### config.mk
export PLATFORM = sky130hd
export DESIGN_NAME = priority_lock_queue_core
export DESIGN_NICKNAME = d
export VERILOG_FILES = /design/src/sv/plq_pkg.sv /design/src/sv/plq_cell.sv /design/src/sv/priority_lock_queue_core.sv
export SDC_FILE = /design/constraint.sdc
export NUM_CORES = 1
export LEC_CHECK = 0
export BUFFER_PORTS_ARGS = -buffer_cell sky130_fd_sc_hd__buf_2
export CORE_ASPECT_RATIO = 1.5
export CORE_MARGIN = 2
export CORE_UTILIZATION = 30
export CTS_CLUSTER_DIAMETER = 80
export DETAILED_ROUTE_END_ITERATION = 7
export GPL_TIMING_DRIVEN = 0
export HOLD_SLACK_MARGIN = 0.08
export MAX_ROUTING_LAYER = met4
export SLEW_MARGIN = 20
export SYNTH_ARGS = -nofsm -noshare
export SYNTH_HDL_FRONTEND = slang
export SYNTH_SLANG_ARGS = --single-unit
### constraint.sdc
create_clock -name i_clk -period 3.4 [get_ports i_clk]
set_input_delay 0.68 -clock i_clk [delete_from_list [all_inputs] [get_ports i_clk]]
set_output_delay 0.68 -clock i_clk [all_outputs]
set_load 0.005 [all_outputs]
### src/sv/plq_pkg.sv
`timescale 1ns / 1ps
// ----------------------------------------------------------------------------
// plq_pkg: shared types and constants for the priority lock queue
// Word layouts for the command and result ports, the per-cell control
// word and the status codes.
// ----------------------------------------------------------------------------
package plq_pkg;

    localparam int Q_DEPTH = 16;
    localparam int CNT_W   = $clog2(Q_DEPTH + 1);
    localparam int ID_W    = 4;
    localparam int PRI_W   = 8;

    typedef enum logic {
        CMD_ACQUIRE = 1'b0,
        CMD_RELEASE = 1'b1
    } t_cmd;

    typedef enum logic [2:0] {
        ST_GRANTED = 3'd0,
        ST_QUEUED  = 3'd1,
        ST_DROPPED = 3'd2,
        ST_HANDED  = 3'd3,
        ST_FREED   = 3'd4
    } t_status;

    typedef struct packed {
        t_cmd              command;
        logic [ID_W-1:0]   requester_id;
        logic [PRI_W-1:0]  priority_req;
    } t_req;

    typedef struct packed {
        t_status           status;
        logic              grant_valid;
        logic [ID_W-1:0]   grant_id;
        logic [CNT_W-1:0]  waiting_count;
        logic              lock_held;
    } t_rsp;

    // broadcast to every cell in the chain
    typedef struct packed {
        logic              ins;
        logic              pop;
        logic [PRI_W-1:0]  pri;
        logic [ID_W-1:0]   id;
    } t_cell_ctrl;

endpackage

### src/sv/plq_cell.sv
`timescale 1ns / 1ps
// ----------------------------------------------------------------------------
// plq_cell: one slot of the sorted wait queue
// Holds one waiter; on insert it keeps, takes the new word or takes its
// left neighbor; on pop it takes its right neighbor.
// ----------------------------------------------------------------------------
module plq_cell (
    input  logic                        i_clk,
    input  plq_pkg::t_cell_ctrl         i_ctrl,
    input  logic                        i_occ,
    input  logic                        i_left_le,
    input  logic [plq_pkg::PRI_W-1:0]   i_left_pri,
    input  logic [plq_pkg::ID_W-1:0]    i_left_id,
    input  logic [plq_pkg::PRI_W-1:0]   i_right_pri,
    input  logic [plq_pkg::ID_W-1:0]    i_right_id,
    output logic                        o_le,
    output logic [plq_pkg::PRI_W-1:0]   o_pri,
    output logic [plq_pkg::ID_W-1:0]    o_id
);
    import plq_pkg::*;

    logic [PRI_W-1:0] r_pri, n_pri;
    logic [ID_W-1:0]  r_id,  n_id;

    // occupied and served no later than the new request
    assign o_le  = i_occ && (r_pri <= i_ctrl.pri);
    assign o_pri = r_pri;
    assign o_id  = r_id;

    always_comb begin
        n_pri = r_pri;
        n_id  = r_id;
        if (i_ctrl.pop) begin
            n_pri = i_right_pri;
            n_id  = i_right_id;
        end else if (i_ctrl.ins && !o_le) begin
            if (i_left_le) begin
                n_pri = i_ctrl.pri;
                n_id  = i_ctrl.id;
            end else begin
                n_pri = i_left_pri;
                n_id  = i_left_id;
            end
        end
    end

    always_ff @(posedge i_clk) begin
        r_pri <= n_pri;
        r_id  <= n_id;
    end

endmodule

### src/sv/priority_lock_queue_core.sv
`timescale 1ns / 1ps
// ----------------------------------------------------------------------------
// priority_lock_queue_core: lock with a priority-sorted wait queue
// Acquire grants a free lock, inserts into a chain of sorted cells or is dropped when full;
// release hands the lock to the head cell or frees it.
// ----------------------------------------------------------------------------
//  channel   ports                     handshake
//  command   i_start, i_req            taken when i_start and !o_busy
//  result    o_done, o_rsp             one-cycle strobe, no back-pressure
//
//  One command per cycle: the cell chain shifts, inserts or pops in the
//  cycle the command is taken, so o_busy stays low.
//  The result appears on o_rsp in the cycle after the command is taken.
//  Synchronous active-low reset frees the lock and empties the queue; no
//  clearing pass is needed. The receiver cannot stall.
// ----------------------------------------------------------------------------
module priority_lock_queue_core (
    input  logic            i_clk,
    input  logic            i_rst_n,
    input  logic            i_start,
    input  plq_pkg::t_req   i_req,
    output logic            o_busy,
    output logic            o_done,
    output plq_pkg::t_rsp   o_rsp
);
    import plq_pkg::*;

    logic              r_held, n_held;
    logic [CNT_W-1:0]  r_count, n_count;
    logic              r_done;
    t_rsp              r_rsp, n_rsp;
    logic              accept;
    logic              full;
    t_cell_ctrl        ctrl;

    logic [Q_DEPTH-1:0] occ;
    logic [Q_DEPTH-1:0] le;
    logic [PRI_W-1:0]   pri [Q_DEPTH];
    logic [ID_W-1:0]    id  [Q_DEPTH];

    assign accept = i_start && !o_busy;
    assign full   = (r_count == CNT_W'(Q_DEPTH));
    assign o_busy = 1'b0;

    always_comb begin
        ctrl.ins = accept && (i_req.command == CMD_ACQUIRE) && r_held && !full;
        ctrl.pop = accept && (i_req.command == CMD_RELEASE) && (r_count != '0);
        ctrl.pri = i_req.priority_req;
        ctrl.id  = i_req.requester_id;
    end

    genvar g;
    generate
        for (g = 0; g < Q_DEPTH; g++) begin : g_cell
            logic             left_le;
            logic [PRI_W-1:0] left_pri, right_pri;
            logic [ID_W-1:0]  left_id, right_id;

            assign occ[g] = (r_count > CNT_W'(g));

            if (g == 0) begin : g_first
                assign left_le  = 1'b1;
                assign left_pri = '0;
                assign left_id  = '0;
            end else begin : g_mid
                assign left_le  = le[g-1];
                assign left_pri = pri[g-1];
                assign left_id  = id[g-1];
            end

            if (g == Q_DEPTH - 1) begin : g_last
                assign right_pri = '0;
                assign right_id  = '0;
            end else begin : g_inner
                assign right_pri = pri[g+1];
                assign right_id  = id[g+1];
            end

            plq_cell u_cell (
                .i_clk       (i_clk),
                .i_ctrl      (ctrl),
                .i_occ       (occ[g]),
                .i_left_le   (left_le),
                .i_left_pri  (left_pri),
                .i_left_id   (left_id),
                .i_right_pri (right_pri),
                .i_right_id  (right_id),
                .o_le        (le[g]),
                .o_pri       (pri[g]),
                .o_id        (id[g])
            );
        end
    endgenerate

    // next lock state and result word
    always_comb begin
        n_held  = r_held;
        n_count = r_count;
        n_rsp   = r_rsp;
        if (accept) begin
            n_rsp.grant_valid = 1'b0;
            n_rsp.grant_id    = '0;
            if (i_req.command == CMD_ACQUIRE) begin
                if (!r_held) begin
                    n_held            = 1'b1;
                    n_rsp.status      = ST_GRANTED;
                    n_rsp.grant_valid = 1'b1;
                    n_rsp.grant_id    = i_req.requester_id;
                end else if (full) begin
                    n_rsp.status = ST_DROPPED;
                end else begin
                    n_count      = r_count + CNT_W'(1);
                    n_rsp.status = ST_QUEUED;
                end
            end else begin
                if (r_count == '0) begin
                    n_held       = 1'b0;
                    n_rsp.status = ST_FREED;
                end else begin
                    n_count           = r_count - CNT_W'(1);
                    n_rsp.status      = ST_HANDED;
                    n_rsp.grant_valid = 1'b1;
                    n_rsp.grant_id    = id[0];
                end
            end
            n_rsp.waiting_count = n_count;
            n_rsp.lock_held     = n_held;
        end
    end

    always_ff @(posedge i_clk) begin
        if (!i_rst_n) begin
            r_held  <= 1'b0;
            r_count <= '0;
            r_done  <= 1'b0;
        end else begin
            r_held  <= n_held;
            r_count <= n_count;
            r_done  <= accept;
        end
    end

    always_ff @(posedge i_clk) begin
        r_rsp <= n_rsp;
    end

    assign o_done = r_done;
    assign o_rsp  = r_rsp;

endmodule
==> impl_metrics.csv <==
group,metric,value,unit
floorplanning,die_x,181,µm
power,power,0.00943,W
logic_synthesis,syn_area,14100,µm²
timing,slew_viol_final,0,
min_path,worstHoldPathType,"in -> reg",
detailed_routing,drc,0,
clock_network,cts-root-buf,"clkbuf_16",
critical_path,startpoint_type,"flip-flop",
clock_network,clock_path_buffers,3,
detailed_routing,post_drt_wl_per_cell,23.4,µm
min_path,hold_depth,2,
clock_network,holdBufCountCts,0,
clock_network,cts_buffers,24,
logic_synthesis,yosysTopAreaCell,"edfxtp_1",
critical_path,reg2reg_slack,7,ps
critical_path,slowest_delay,580,ps
min_path,hold_path_end,"r_count[2]",
timing,fin_tns_setup,0,ps
power,comb_power_share,31.2,%
timing,fin_crit,3390,ps
global_route,gr-total-overflow,0,
critical_path,worst-r2r-cell-count,10,
logic_synthesis,ys.flop_type,"edfxtp_1",
timing,timing.final.crit_share,99.8,%
placed_design,place_area,15100,µm²
critical_path,cp_cell_sequence,"inv_2, ha_1, or4b_1, buf_2, and2_1, nand2_2, buf_4, clkbuf_4, o21ai_1, buf_4",
timing,finalHoldViolations,0,
finish,stdcell_area,16300,µm²
critical_path,crit_top_cell,"buf_4",
timing,worstMarginPinSlew,1140,ps
logic_synthesis,synth.avg_cell_area,9.50,µm²
logic_synthesis,syn_inst,1488,
power,peakVddDrop,0.000313,V
detailed_routing,wirelength,51200,µm
timing,clock_skew,26.4,ps
logic_synthesis,syn_nets,1638,
placed_design,place_inst,2115,
floorplanning,row_count,97,
global_route,grt_pass1_vias,12700,
finish,finalNetCount,1730,
logic_synthesis,yosysTopAreaCellShare,41.2,%
clock_network,cts_num_sinks,213,
clock_network,h-tree-depth,1,
clock_network,clk_latency,560,ps
logic_synthesis,async_reset_ff_share,0,%
placed_design,place_congestion,0.938,
finish,final_cells,2191,
critical_path,crit_buf_inv,5,
global_route,grt_usage,20.9,%
floorplanning,ioPinCount,32,
timing,slew_headroom,23.9,%
critical_path,crit_required,3660,ps
floorplanning,die_height,270,µm
critical_path,worst-setup-path-type,"reg -> reg",
finish,antenna_cells,0,
power,sw_frac_of_total,35.6,%
timing,fmax,295,MHz
job,drv_cap,0,
clock_network,cts_tree,"built",
logic_synthesis,synth-seq-area-share,43.9,%
logic_synthesis,synth_area_leaders,"edfxtp_1 41%, ha_1 12%, a21oi_1 7.3%",
power,seq_power_share,39.9,%
floorplanning,initial_core_util,30.3,%
logic_synthesis,synth_edf_count,194,
logic_synthesis,ys_seq_elements,213,
critical_path,cp_max_fo,10,
finish,areaGrowthSynthToFinish,15.3,%
timing,hold_slack,377,ps
power,powerDensity,579,nW/µm²
global_route,grt_pass1_wl,76100,µm
critical_path,crit_path_end_kind,"flip-flop",
floorplanning,core-area,46600,µm²
detailed_routing,firstDrtPassIters,7,
critical_path,reg2reg_to,"g_cell[1].u_cell.o_pri[2]",
clock_network,clk_pin_slew,70,ps
critical_path,r2r-start,"r_count[0]",
critical_path,cp_data_arrival_time,3660,ps
critical_path,cp_slowest_cell,"dfxtp_1",
power,p_clk_share,28.9,%
logic_synthesis,yosysWarnings,0,
detailed_routing,drt.antenna.violating_nets,0,
logic_synthesis,yosys.cell_types.count,59,
placed_design,dp_hpwl,37100,µm
detailed_routing,vias,12700,
detailed_routing,vias_per_cell,5.81,
floorplanning,dieArea,48900,µm²
power,intPower,0.00608,W
placed_design,port_buffers,29,
power,p_leak,6.05,nW
finish,drive_gt1_share,11.1,%
global_route,grt_start_max_net_pins,22,
global_route,antenna_found_initial,0,
critical_path,cpLargestDelayFamily,"buffers and inverters",
timing,rsz0062_at_grt,"true",
min_path,hp-start,"i_rst_n",
timing,setup_viol,0,
power,p_sw,0.00336,W
outcome,status,"finished, final reports clean",
detailed_routing,dr.first_iter.drc_count,1180,
[kinds of logic (layout without fill, tap and decap cells)]
kind of cell	count (synthesis)	after routing	synth area share, %
AO/OA/AOI/OAI	608	608	24.5
flip-flops	213	213	43.9
buffers and inverters	150	259	5.00
multiplexers	62	62	4.42
AND/OR/NAND/NOR	316	316	10.1
adder cells (fa/ha/maj)	134	134	11.9
XOR/XNOR	4	4	0.248
other	1	1	0.0265
[how the worst max path moves through the flow]
stage	slack, ps	cells past startpoint	startpoint	endpoint
detailed placement	-1300	10	i_req[5]	g_cell[8].u_cell.o_id[1]
finish	7	10	r_count[0]	g_cell[1].u_cell.o_pri[2]
global placement	-1540	9	i_req[7]	g_cell[6].u_cell.o_id[2]
CTS	3	9	r_count[0]	g_cell[11].u_cell.o_pri[6]
floorplan	10	9	i_req[1]	g_cell[1].u_cell.o_id[0]
global route	-80	10	r_count[0]	g_cell[1].u_cell.o_pri[5]
[metrics by stage]
step                setup slack, ps  utilization, %
finish                         6.68            35.0
global route                  -79.1            35.0
CTS                            2.70            34.9
detailed placement            -1300            32.3
global placement              -1540            32.2
floorplan                      12.5               -
[synthesized netlist by cell type (13+ instances only)]
cell type / count
a21oi_1: 206
clkbuf_1: 70
ha_1: 134
nand4_1: 29
buf_4: 15
o21ai_0: 191
a31oi_1: 111
nor2_1: 154
o31a_1: 13
mux2i_1: 59
buf_2: 21
dfxtp_1: 19
inv_1: 33
edfxtp_1: 194
o211ai_1: 13
nor2b_1: 26
nand2_1: 69
[timing repair]
action / CTS / global route
gates cloned: 0 / 0
gates resized for setup: 19 / 7
setup endpoints to repair: 158 / 78
buffers inserted: 33 / 0
[sequential cells by signal (all words and copies together) (netlist names)]
name                 flops
o_done                   1
r_held                   1
o_rsp                   14
r_count                  5
g_cell.u_cell.o_id      64
g_cell.u_cell.o_pri    128
[per-layer routing]
metal	track usage, %	part of all wire, %	vias up
met1	21.7	36	6146
li1	-	-	5838
met4	13.7	7.5	0
met5	-	0	-
met3	2.55	5.3	196
met2	37.1	51	553
[cells in the final DEF (no fill, tap or decap), drive strengths merged, types with 29 or more instances in the layout]
master  synthesis  layout
clkbuf         71     104
o21ai         197     197
nand2          70      70
a31oi         111     111
a21oi         207     207
nand4          29      29
buf            46     111
edfxtp        194     194
mux2i          59      59
nor2          154     154
ha            134     134
[area by class of cell]
class                      instances  area (µm²)
fill                            4731       30300
multi-input combinational       1125        7300
sequential                       213        6210
tap                              594         743
clock buffer                      32         651
buffer                           117         589
timing repair buffer              66         523
inverter                          33         150
clock inverter                    11         136
[power by group through the flow]
stage | registers (W) | clock network (W) | logic, W
finish | 0.00377 | 0.00272 | 0.00294
global route | 0.00380 | 0.00284 | 0.00322
CTS | 0.00376 | 0.00273 | 0.00288
detailed placement | 0.00381 | 0 | 0.00280
global placement | 0.00381 | 0 | 0.00270
floorplan | 0.00367 | 0 | 0.00198
Note: power is estimated with default switching activity, not from simulation.
